--- config.mk ---
export PLATFORM = sky130hd
export DESIGN_NAME = compacting_list_remove_at_top
export DESIGN_NICKNAME = d
export VERILOG_FILES = /design/src/rtl/clr_pkg.sv /design/src/rtl/compacting_list_remove_at_top.sv /design/src/rtl/clr_cell.sv
export SDC_FILE = /design/constraint.sdc
export NUM_CORES = 1
export LEC_CHECK = 0
export ABC_AREA = 1
export BUFFER_PORTS_ARGS = -buffer_cell sky130_fd_sc_hd__buf_4
export CORE_AREA = 4 4 221 202
export DETAILED_ROUTE_END_ITERATION = 8
export DIE_AREA = 0 0 225 206
export HOLD_SLACK_MARGIN = 0.08
export PLACE_DENSITY_LB_ADDON = 0.2
export SLEW_MARGIN = 20
export SYNTH_ARGS = -nofsm -noshare
export SYNTH_HDL_FRONTEND = slang
export SYNTH_SLANG_ARGS = --single-unit
--- constraint.sdc ---
create_clock -name aclk -period 5.1 [get_ports aclk]
set_clock_uncertainty 0.2 [all_clocks]
set_input_delay 1.02 -clock aclk [delete_from_list [all_inputs] [get_ports aclk]]
set_output_delay 1.02 -clock aclk [all_outputs]
set_load 0.05 [all_outputs]
--- src/rtl/clr_pkg.sv ---
`default_nettype none
package clr_pkg;

    localparam int CAPACITY = 16;
    localparam int COUNT_W  = $clog2(CAPACITY + 1);
    localparam int IDX_W    = (CAPACITY > 1) ? $clog2(CAPACITY) : 1;
    localparam int POS_W    = 4;
    localparam int VALUE_W  = 32;
    localparam int ENTRY_W  = 31;
    localparam int CMP_W    = (COUNT_W > POS_W) ? COUNT_W : POS_W;

    typedef enum logic [1:0] {
        CMD_APPEND = 2'd0,
        CMD_REMOVE = 2'd1,
        CMD_READ   = 2'd2
    } cmd_t;

    typedef struct packed {
        logic [1:0]                command;
        logic signed [VALUE_W-1:0] value;
        logic [POS_W-1:0]          position;
    } in_item_t;

    typedef struct packed {
        logic [COUNT_W-1:0] entry_count;
        logic [ENTRY_W-1:0] entry_at_position;
        logic               append_dropped;
    } out_item_t;

    typedef struct packed {
        logic load;
        logic shift;
    } cell_ctrl_t;

endpackage
`default_nettype wire

--- src/rtl/compacting_list_remove_at_top.sv ---
// channel | direction | handshake          | payload
// s_      | in        | s_valid / s_ready  | s_data  (command, value, position)
// m_      | out       | m_valid / m_ready  | m_data  (entry_count, entry_at_position,
//         |           |                    |          append_dropped)
//
// for each item the cell row updates at the accepting edge, and the result is read
// out of the row into the output register once that register is free
// s_ready is low for the cycle after a transfer, and stays low while the previous
// result still blocks the output register
// aresetn clears the count and the handshake state; the cells are not reset
`default_nettype none
module compacting_list_remove_at_top (
    input  wire                          aclk,
    input  wire                          aresetn,
    input  wire                          s_valid,
    output logic                         s_ready,
    input  wire  clr_pkg::in_item_t      s_data,
    output logic                         m_valid,
    input  wire                          m_ready,
    output clr_pkg::out_item_t           m_data
);
    import clr_pkg::*;

    logic [ENTRY_W-1:0] cell_value [CAPACITY];
    cell_ctrl_t         cell_ctrl  [CAPACITY];

    logic [COUNT_W-1:0] count_reg, count_next;
    logic               pend_reg, pend_next;
    logic [POS_W-1:0]   pos_reg;
    logic               drop_reg;
    logic               m_valid_reg, m_valid_next;
    out_item_t          m_data_reg;

    logic               accept;
    logic               is_append, is_remove, full, empty;
    logic [COUNT_W-1:0] last;
    logic [CMP_W-1:0]   pos_ext, last_ext, gap, count_ext;
    logic [ENTRY_W-1:0] clamped;
    logic               load_out;
    logic [CMP_W-1:0]   pend_pos_ext;
    logic [ENTRY_W-1:0] shown;

    assign accept    = s_valid && s_ready;
    assign s_ready   = !pend_reg;
    assign is_append = (s_data.command == CMD_APPEND);
    assign is_remove = (s_data.command == CMD_REMOVE);
    assign full      = (count_reg == COUNT_W'(CAPACITY));
    assign empty     = (count_reg == '0);
    assign last      = count_reg - COUNT_W'(1);
    assign pos_ext   = CMP_W'(s_data.position);
    assign last_ext  = CMP_W'(last);
    assign count_ext = CMP_W'(count_reg);
    assign gap       = (pos_ext < last_ext) ? pos_ext : last_ext;
    assign clamped   = s_data.value[VALUE_W-1] ? '0 : s_data.value[ENTRY_W-1:0];

    for (genvar i = 0; i < CAPACITY; i++) begin : g_cell
        logic [ENTRY_W-1:0] nb;
        if (i == CAPACITY - 1) begin : g_end
            assign nb = '0;
        end else begin : g_mid
            assign nb = cell_value[i+1];
        end

        assign cell_ctrl[i].load  = accept && is_append && (count_ext == CMP_W'(i));
        assign cell_ctrl[i].shift = accept && is_remove && !empty
                                    && (CMP_W'(i) >= gap) && (CMP_W'(i) < last_ext);

        clr_cell u_cell (
            .aclk           (aclk),
            .ctrl           (cell_ctrl[i]),
            .load_value     (clamped),
            .neighbor_value (nb),
            .value          (cell_value[i])
        );
    end

    always_comb begin
        count_next = count_reg;
        if (accept && is_append && !full) begin
            count_next = count_reg + COUNT_W'(1);
        end else if (accept && is_remove && !empty) begin
            count_next = last;
        end
    end

    assign load_out     = pend_reg && (!m_valid_reg || m_ready);
    assign pend_pos_ext = CMP_W'(pos_reg);
    assign shown        = (pend_pos_ext < count_ext)
                          ? cell_value[pend_pos_ext[IDX_W-1:0]] : '0;

    always_comb begin
        pend_next = pend_reg;
        if (accept) begin
            pend_next = 1'b1;
        end else if (load_out) begin
            pend_next = 1'b0;
        end
        m_valid_next = m_valid_reg;
        if (load_out) begin
            m_valid_next = 1'b1;
        end else if (m_ready) begin
            m_valid_next = 1'b0;
        end
    end

    always_ff @(posedge aclk) begin
        if (!aresetn) begin
            count_reg   <= '0;
            pend_reg    <= 1'b0;
            m_valid_reg <= 1'b0;
        end else begin
            count_reg   <= count_next;
            pend_reg    <= pend_next;
            m_valid_reg <= m_valid_next;
        end
    end

    always_ff @(posedge aclk) begin
        if (accept) begin
            pos_reg  <= s_data.position;
            drop_reg <= is_append && full;
        end
        if (load_out) begin
            m_data_reg.entry_count       <= count_reg;
            m_data_reg.entry_at_position <= shown;
            m_data_reg.append_dropped    <= drop_reg;
        end
    end

    assign m_valid = m_valid_reg;
    assign m_data  = m_data_reg;

endmodule
`default_nettype wire

--- src/rtl/clr_cell.sv ---
`default_nettype none
module clr_cell (
    input  wire                           aclk,
    input  wire  clr_pkg::cell_ctrl_t     ctrl,
    input  wire  [clr_pkg::ENTRY_W-1:0]   load_value,
    input  wire  [clr_pkg::ENTRY_W-1:0]   neighbor_value,
    output logic [clr_pkg::ENTRY_W-1:0]   value
);
    import clr_pkg::*;

    logic [ENTRY_W-1:0] value_reg;
    logic [ENTRY_W-1:0] value_next;

    always_comb begin
        priority if (ctrl.load) begin
            value_next = load_value;
        end else if (ctrl.shift) begin
            value_next = neighbor_value;
        end else begin
            value_next = value_reg;
        end
    end

    always_ff @(posedge aclk) begin
        value_reg <= value_next;
    end

    assign value = value_reg;

endmodule
`default_nettype wire

==> results of run 1 <==
## power breakdown
| group | internal, mW | switching [mW] |
|---|---|---|
| Combinational | 0.229 | 0.711 |
| Clock | 2.07 | 1.72 |
| Sequential | 5.00 | 0.0511 |
## stage by stage
| stage | setup WS (ns) | cell area, um^2 | power (mW) | cells | hold WS (ns) |
|---|---|---|---|---|---|
| final | 0.801 | 28900 | 9.78 | 3288 | 0.294 |
| after global routing | 0.440 | 28900 | 10.1 | 3288 | 0.311 |
| after CTS | 0.814 | 28900 | 9.79 | 3288 | 0.288 |
| after detailed placement | 0.834 | 27300 | 6.05 | 3187 | 0.266 |
| after global placement | 0.889 | 27300 | 6.04 | 3187 | 0.250 |
| after floorplan | 0.787 | 26400 | 5.70 | 2741 | 0.200 |
## worst min-delay path by stage
| stage | from | end | cells past startpoint |
|---|---|---|---|
| global route | drop_reg$_DFFE_PP_ | m_data[0]$_DFFE_PP_ | 0 |
| global placement | drop_reg$_DFFE_PP_ | m_data[0]$_DFFE_PP_ | 0 |
| finish | drop_reg$_DFFE_PP_ | m_data[0]$_DFFE_PP_ | 0 |
| CTS | drop_reg$_DFFE_PP_ | m_data[0]$_DFFE_PP_ | 0 |
| floorplan | drop_reg$_DFFE_PP_ | m_data[0]$_DFFE_PP_ | 0 |
| detailed placement | drop_reg$_DFFE_PP_ | m_data[0]$_DFFE_PP_ | 0 |
## layer usage
layer	vias to the layer above	GRT usage, %
met1	10200	48.9
met4	2	10.7
li1	9709	-
met3	165	8.19
met2	1500	48.0
met5	-	0
## worst max-delay path, stage by stage, from the launching register on
cell and delay [ns]:
dfxtp_1 0.63, inv_2 0.20, ha_1 0.31, or2_2 0.29, nand2_1 0.26, ha_1 0.32
nand2_1 0.08, nand2_1 0.05, nand2_1 0.05, nand2_1 0.16, nand3_1 0.12, nand2_1 0.28
nor3_2 0.32, nand2_1 0.14, nand2_2 0.32, buf_12 0.24
## placed cells by master, fill, tap and decap left out, types with 4 or more instances in the layout
cell       Yosys  layout
a21oi_1       39      38
buf_12         0       4
buf_4          2     123
clkbuf_1     208       8
clkbuf_16      0      55
clkinv_1       0      20
clkinv_2       0      12
dfxtp_1        7       7
edfxtp_1     538     538
ha_1          12      12
inv_1         34      32
inv_2          9       8
inv_6          0       4
nand2_1      567     550
nand2_2        2      19
nand3_1       73      72
nand4_1       12      12
nor2_1       331     330
nor3_1         4       4
o21ai_0      722     722
o21ai_1       15      12
o221ai_1      96      96
o22ai_1       30      30
## logic make-up after synthesis
logic type	count (synthesis)	synth area share, %
buffers and inverters	279	4.07
flip-flops	545	61.7
AND/OR/NAND/NOR	995	14.7
adder cells (fa/ha/maj)	12	0.569
XOR/XNOR	2	0.0948
AO/OA/AOI/OAI	908	18.8
## cell type report
cell class	count	share of cell area, %
multi-input cells	1917	31.5
flip-flops and latches	545	56.3
well taps	555	2.40
inverters	43	0.584
clock buffers	63	4.86
repair buffers	127	3.47
clock inverters	38	0.822
==> out/metrics.json, run 1 <==
{
  "place.port_buffers": {"value": 80},
  "outcome": {"value": "completed"},
  "gpl.final_weighted_congestion": {"value": 0.995},
  "clock-sinks": {"value": 545},
  "cts_tree": {"value": "yes"},
  "route.vias.total": {"value": 21600},
  "cp.required": {"value": 5.20, "unit": "ns"},
  "timing_hold_violations_final": {"value": 0},
  "grt_first_pass_wirelength": {"value": 118000, "unit": "um"},
  "design.final.nets": {"value": 2743},
  "totalNegativeSetupSlack": {"value": 0, "unit": "ns"},
  "synth_async_sr_flop_share": {"value": 0, "unit": "%"},
  "cts_hold_buf": {"value": 0},
  "synth.cell_area": {"value": 0.0264, "unit": "mm^2"},
  "timing.setup.critical_path_class": {"value": "reg2reg"},
  "grt_pass1_vias": {"value": 20300},
  "synth_top_flop_cell": {"value": "edfxtp_1"},
  "post_synth.cell_area_avg": {"value": 9.63, "unit": "um^2"},
  "synth.most_common_cell": {"value": "o21ai_0"},
  "clk_latency": {"value": 0.61, "unit": "ns"},
  "critical_path.startpoint": {"value": "count_ext[0]$_SDFFE_PN0P_"},
  "timing.critical_path.to_type": {"value": "register"},
  "syn_inst": {"value": 2741},
  "synth_seq_area_share": {"value": 61.7, "unit": "%"},
  "detail_route.vias_per_cell": {"value": 6.56},
  "seqCellArea": {"value": 0.0163, "unit": "mm^2"},
  "placementRows": {"value": 72},
  "tightest_slew": {"value": 1.13, "unit": "ns"},
  "initial_core_util": {"value": 62.2, "unit": "%"},
  "numCtsBuffers": {"value": 55},
  "fin_util": {"value": 68.2, "unit": "%"},
  "totalWireLength": {"value": 77200, "unit": "um"},
  "detailed_place_hpwl": {"value": 46300, "unit": "um"},
  "power_density": {"value": 338, "unit": "mW/mm^2"},
  "power.ir.vdd_worst": {"value": 0.356, "unit": "mV"},
  "static-leakage-power": {"value": 10.7, "unit": "nW"},
  "cp-endpoint": {"value": "g_cell[0].u_cell.value[0]$_DFFE_PP_"},
  "fillers": {"value": 3317},
  "synthTopCellsByArea": {"value": "edfxtp_1, o21ai_0, nand2_1"},
  "syn-num-nets": {"value": 2795},
  "synth.ff_latch_count": {"value": 545},
  "maxCapViolations": {"value": 0},
  "r2r_slack": {"value": 0.80, "unit": "ns"},
  "yosys-top-cells-count": {"value": "o21ai_0, nand2_1, edfxtp_1, nor2_1, clkbuf_1"},
  "initial_antenna_violation_count": {"value": 1},
  "highest_layer": {"value": "met5"},
  "met3_length": {"value": 10000, "unit": "um"},
  "postCtsSetupBuffers": {"value": 0},
  "synthToLayoutAreaGrowth": {"value": 9.59, "unit": "%"},
  "rsz0062_at_grt": {"value": "false"},
  "final-max-slew-violation-count": {"value": 0},
  "postCtsResizedCells": {"value": 0},
  "io_pins": {"value": 81},
  "initialDrtViolationCount": {"value": 3469},
  "worst_r2r_path_depth": {"value": 15},
  "drt_pre_antenna_iters": {"value": 7},
  "ys_types": {"value": 31},
  "maximum_clock_frequency": {"value": 0.233, "unit": "GHz"},
  "final.period_utilization": {"value": 84.3, "unit": "%"},
  "dieWidth": {"value": 225, "unit": "um"},
  "drive_gt1_share": {"value": 8.89, "unit": "%"},
  "wl_met1": {"value": 31400, "unit": "um"},
  "hold_path_class": {"value": "reg2reg"},
  "reg2reg_to": {"value": "g_cell[0].u_cell.value[0]$_DFFE_PP_"},
  "critical_path.max_fanout": {"value": 20},
  "yosys_warnings": {"value": 0},
  "ant_nets": {"value": 0},
  "start_kind": {"value": "register"},
  "drt-wirelength-per-cell": {"value": 23.5, "unit": "um"},
  "proportion_of_netlist_area_held_by_the_largest_area_contributor": {"value": 61.2, "unit": "%"},
  "grt_start_max_net_pins": {"value": 226},
  "antenna_cells": {"value": 0},
  "setup_viol": {"value": 0},
  "die-area": {"value": 0.0464, "unit": "mm^2"},
  "slew_headroom": {"value": 24.9, "unit": "%"},
  "grt.total_usage": {"value": 32.9, "unit": "%"},
  "clk_pin_slew_worst_paths": {"value": 0.07, "unit": "ns"},
  "combined_area_of_the_multi_input_logic_cells": {"value": 0.00912, "unit": "mm^2"},
  "cts.htree.levels": {"value": 2},
  "drc": {"value": 0},
  "cts_max_path_buffers": {"value": 3},
  "die_y": {"value": 206, "unit": "um"},
  "crit_arrival": {"value": 4.40, "unit": "ns"},
  "synth_enable_flop_cells": {"value": 538},
  "worst_r2r_startpoint": {"value": "count_ext[0]$_SDFFE_PN0P_"},
  "clock-root-buffer": {"value": "clkbuf_16"},
  "synth_top_area_cell": {"value": "edfxtp_1"},
  "gr-total-overflow": {"value": 0},
  "period_needed": {"value": 4.30, "unit": "ns"},
  "largest_register_ffs": {"value": 496},
  "standard_cell_core_area": {"value": 0.0424, "unit": "mm^2"},
  "met2_length": {"value": 33600, "unit": "um"}
}
(Power assumes the default switching activity.)
==> run 2, diff against run 1 <==
CORE_AREA = 4 4 232 212   (was 4 4 221 202)
DIE_AREA = 0 0 236 216   (was 0 0 225 206)
clock period = 3.6 ns   (was 5.1 ns; I/O delays follow)
==> run 2 against run 1 <==
  * Core utilization fell by 4.7 points
  * Sequential power is 42% higher
  * Global-route usage is 2.0 points lower
  * Clock power increased by 43%
  * Worst setup slack worse by 0.51 ns
  * Critical path depth up 3
  * First-iteration DRC count shrank 3.6%
  * Total power increased by 43%
  * Critical path type unchanged
  * Largest cell class unchanged
  * Highest routed layer is now met4
==> out/metrics.json, run 2 (synthesized netlist as in run 1, its figures left out) <==
{
  "largest_register_ffs": {"value": 496, "change": "unchanged"},
  "cp-endpoint": {"value": "g_cell[14].u_cell.value[15]$_DFFE_PP_", "change": "was g_cell[0].u_cell.value[0]$_DFFE_PP_"},
  "mostFrequentLayoutCells": {"value": "o21ai_0, nand2_1, edfxtp_1", "change": "unchanged"},
  "crit_arrival": {"value": 3.35, "unit": "ns", "change": "was 4.40 ns"},
  "place.port_buffers": {"value": 80, "change": "unchanged"},
  "drive_gt1_share": {"value": 9.81, "unit": "%", "change": "was 8.89%"},
  "totalWireLength": {"value": 80000, "unit": "um", "change": "was 77200 um"},
  "totalNegativeSetupSlack": {"value": 0, "unit": "ns", "change": "unchanged"},
  "maximum_clock_frequency": {"value": 0.302, "unit": "GHz", "change": "was 0.233 GHz"},
  "final.period_utilization": {"value": 92.0, "unit": "%", "change": "was 84.3%"},
  "combined_area_of_the_multi_input_logic_cells": {"value": 0.00913, "unit": "mm^2", "change": "was 0.00912 mm^2"},
  "setup_viol": {"value": 0, "change": "unchanged"},
  "critical_path.max_fanout": {"value": 31, "change": "was 20"},
  "io_pins": {"value": 81, "change": "unchanged"},
  "die-area": {"value": 0.0510, "unit": "mm^2", "change": "was 0.0464 mm^2"},
  "initial_core_util": {"value": 56.8, "unit": "%", "change": "was 62.2%"},
  "grt_pass1_vias": {"value": 20800, "change": "was 20300"},
  "initialDrtViolationCount": {"value": 3343, "change": "was 3469"},
  "grt_start_max_net_pins": {"value": 169, "change": "was 226"},
  "grt.total_usage": {"value": 30.8, "unit": "%", "change": "was 32.9%"},
  "placementRows": {"value": 75, "change": "was 72"},
  "drt-wirelength-per-cell": {"value": 23.7, "unit": "um", "change": "was 23.5 um"},
  "ant_nets": {"value": 0, "change": "unchanged"},
  "slew_headroom": {"value": 44.2, "unit": "%", "change": "was 24.9%"},
  "timing.setup.critical_path_class": {"value": "reg2reg", "change": "unchanged"},
  "maxCapViolations": {"value": 0, "change": "unchanged"},
  "met3_length": {"value": 10400, "unit": "um", "change": "was 10000 um"},
  "worst_r2r_path_depth": {"value": 18, "change": "was 15"},
  "antenna_cells": {"value": 0, "change": "unchanged"},
  "fin_worst_hold_slack": {"value": 0.112, "unit": "ns", "change": "was 0.294 ns"},
  "design.final.nets": {"value": 2776, "change": "was 2743"},
  "drc": {"value": 0, "change": "unchanged"},
  "standard_cell_core_area": {"value": 0.0465, "unit": "mm^2", "change": "was 0.0424 mm^2"},
  "cts.htree.levels": {"value": 2, "change": "unchanged"},
  "critical_path.startpoint": {"value": "count_ext[1]$_SDFFE_PN0P_", "change": "was count_ext[0]$_SDFFE_PN0P_"},
  "most_common_cell_after_layout_fill_and_taps_aside": {"value": "o21ai_0", "change": "unchanged"},
  "power_density": {"value": 474, "unit": "mW/mm^2", "change": "was 338 mW/mm^2"},
  "clock-sinks": {"value": 545, "change": "unchanged"},
  "total_power": {"value": 14.0, "unit": "mW", "change": "was 9.78 mW"},
  "cp.required": {"value": 3.64, "unit": "ns", "change": "was 5.20 ns"},
  "tightest_slew": {"value": 0.836, "unit": "ns", "change": "was 1.13 ns"},
  "detail_route.vias_per_cell": {"value": 6.42, "change": "was 6.56"},
  "power.ir.vdd_worst": {"value": 0.399, "unit": "mV", "change": "was 0.356 mV"},
  "period_needed": {"value": 3.31, "unit": "ns", "change": "was 4.30 ns"},
  "worst_r2r_startpoint": {"value": "count_ext[1]$_SDFFE_PN0P_", "change": "was count_ext[0]$_SDFFE_PN0P_"},
  "die_y": {"value": 216, "unit": "um", "change": "was 206 um"},
  "wl_met1": {"value": 32800, "unit": "um", "change": "was 31400 um"},
  "clock-root-buffer": {"value": "clkbuf_16", "change": "unchanged"},
  "static-leakage-power": {"value": 10.9, "unit": "nW", "change": "was 10.7 nW"},
  "postCtsSetupBuffers": {"value": 0, "change": "unchanged"},
  "cell_count_post_placement": {"value": 3280, "change": "was 3187"},
  "final_area": {"value": 0.0295, "unit": "mm^2", "change": "was 0.0289 mm^2"},
  "start_kind": {"value": "register", "change": "unchanged"},
  "highest_layer": {"value": "met4", "change": "was met5"},
  "outcome": {"value": "completed", "change": "unchanged"},
  "rsz0062_at_grt": {"value": "false", "change": "unchanged"},
  "fillers": {"value": 3791, "change": "was 3317"},
  "timing.critical_path.to_type": {"value": "register", "change": "unchanged"},
  "pre_cts_ws": {"value": 0.233, "unit": "ns", "change": "was 0.834 ns"},
  "hold_path_class": {"value": "in2reg", "change": "was reg2reg"},
  "r2r_slack": {"value": 0.29, "unit": "ns", "change": "was 0.80 ns"},
  "clk_latency": {"value": 0.62, "unit": "ns", "change": "was 0.61 ns"},
  "dieWidth": {"value": 236, "unit": "um", "change": "was 225 um"},
  "route.vias.total": {"value": 21700, "change": "was 21600"},
  "detailed_place_hpwl": {"value": 48800, "unit": "um", "change": "was 46300 um"},
  "grt_first_pass_wirelength": {"value": 123000, "unit": "um", "change": "was 118000 um"},
  "placed_cell_area": {"value": 0.0278, "unit": "mm^2", "change": "was 0.0273 mm^2"},
  "clk_pin_slew_worst_paths": {"value": 0.06, "unit": "ns", "change": "was 0.07 ns"},
  "final_worst_setup_slack": {"value": 0.290, "unit": "ns", "change": "was 0.801 ns"},
  "seqCellArea": {"value": 0.0163, "unit": "mm^2", "change": "unchanged"},
  "cts_max_path_buffers": {"value": 3, "change": "unchanged"},
  "gr-total-overflow": {"value": 0, "change": "unchanged"},
  "numCtsBuffers": {"value": 56, "change": "was 55"},
  "reg2reg_to": {"value": "g_cell[14].u_cell.value[15]$_DFFE_PP_", "change": "was g_cell[0].u_cell.value[0]$_DFFE_PP_"},
  "initial_antenna_violation_count": {"value": 0, "change": "was 1"},
  "gpl.final_weighted_congestion": {"value": 0.933, "change": "was 0.995"},
  "synthToLayoutAreaGrowth": {"value": 11.6, "unit": "%", "change": "was 9.59%"},
  "drt_pre_antenna_iters": {"value": 6, "change": "was 7"},
  "layout.cells.non_filler": {"value": 3379, "change": "was 3288"},
  "final-max-slew-violation-count": {"value": 0, "change": "unchanged"},
  "met2_length": {"value": 35100, "unit": "um", "change": "was 33600 um"},
  "cts_tree": {"value": "yes", "change": "unchanged"},
  "timing_hold_violations_final": {"value": 0, "change": "unchanged"},
  "fin_util": {"value": 63.4, "unit": "%", "change": "was 68.2%"}
}
[run 2: cell count changes in the layout (fill, tap and decap cells not counted), sizes merged]
cell and change:
clkbuf +16, clkinv -15, inv -1, buf +32, clkinvlp -2
[run 2: final cells by class]
cell class	count	share of cell area (%)
tap	616	2.62
timing repair buffer	159	4.93
clock inverter	20	0.488
inverter	43	0.569
multi-input combinational	1917	31.0
clock buffer	79	5.12
sequential	545	55.3
[run 2: worst min path at each step]
stage                             startpoint                    to  slack, ns  cells after the start
after CTS                          s_data[3]  pos_reg[3]$_DFFE_PP_       0.08                      1
after global routing               s_data[3]  pos_reg[3]$_DFFE_PP_       0.10                      1
after floorplan           drop_reg$_DFFE_PP_   m_data[0]$_DFFE_PP_       0.20                      0
after detailed placement  drop_reg$_DFFE_PP_   m_data[0]$_DFFE_PP_       0.24                      0
final                              s_data[3]  pos_reg[3]$_DFFE_PP_       0.11                      1
after global placement    drop_reg$_DFFE_PP_   m_data[0]$_DFFE_PP_       0.24                      0
[run 2: repair_timing]
action | CTS | global route
hold buffers | 0 | 0
resized for setup | 0 | 3
setup endpoints to repair | 0 | 93
hold endpoints to repair | 0 | 0
[run 2: critical path, stage by stage, from the launching register on]
cell	delay, ns
dfxtp_1	0.42
inv_1	0.09
buf_4	0.16
ha_1	0.30
ha_1	0.30
nand2_1	0.06
nand2_1	0.06
nand2_1	0.05
nand2_1	0.05
nand2_1	0.05
nand2_1	0.07
buf_4	0.14
nand2_1	0.06
nand2_1	0.11
nand2_2	0.13
nand4_1	0.11
nand2_1	0.07
nand2_2	0.05
buf_4	0.43
[run 2: metal layers]
metal | vias to the layer above | global-route usage, %
li1 | 9778 | -
met1 | 10400 | 45.0
met2 | 1411 | 45.9
met3 | 128 | 8.51
met4 | 0 | 8.44
met5 | - | 0
[run 2: power breakdown]
group | internal (mW) | total [mW] | leakage, nW | switching, mW
Clock | 3.04 | 5.42 | 0.803 | 2.39
Sequential | 7.08 | 7.15 | 4.86 | 0.0684
Combinational | 0.368 | 1.40 | 5.20 | 1.03
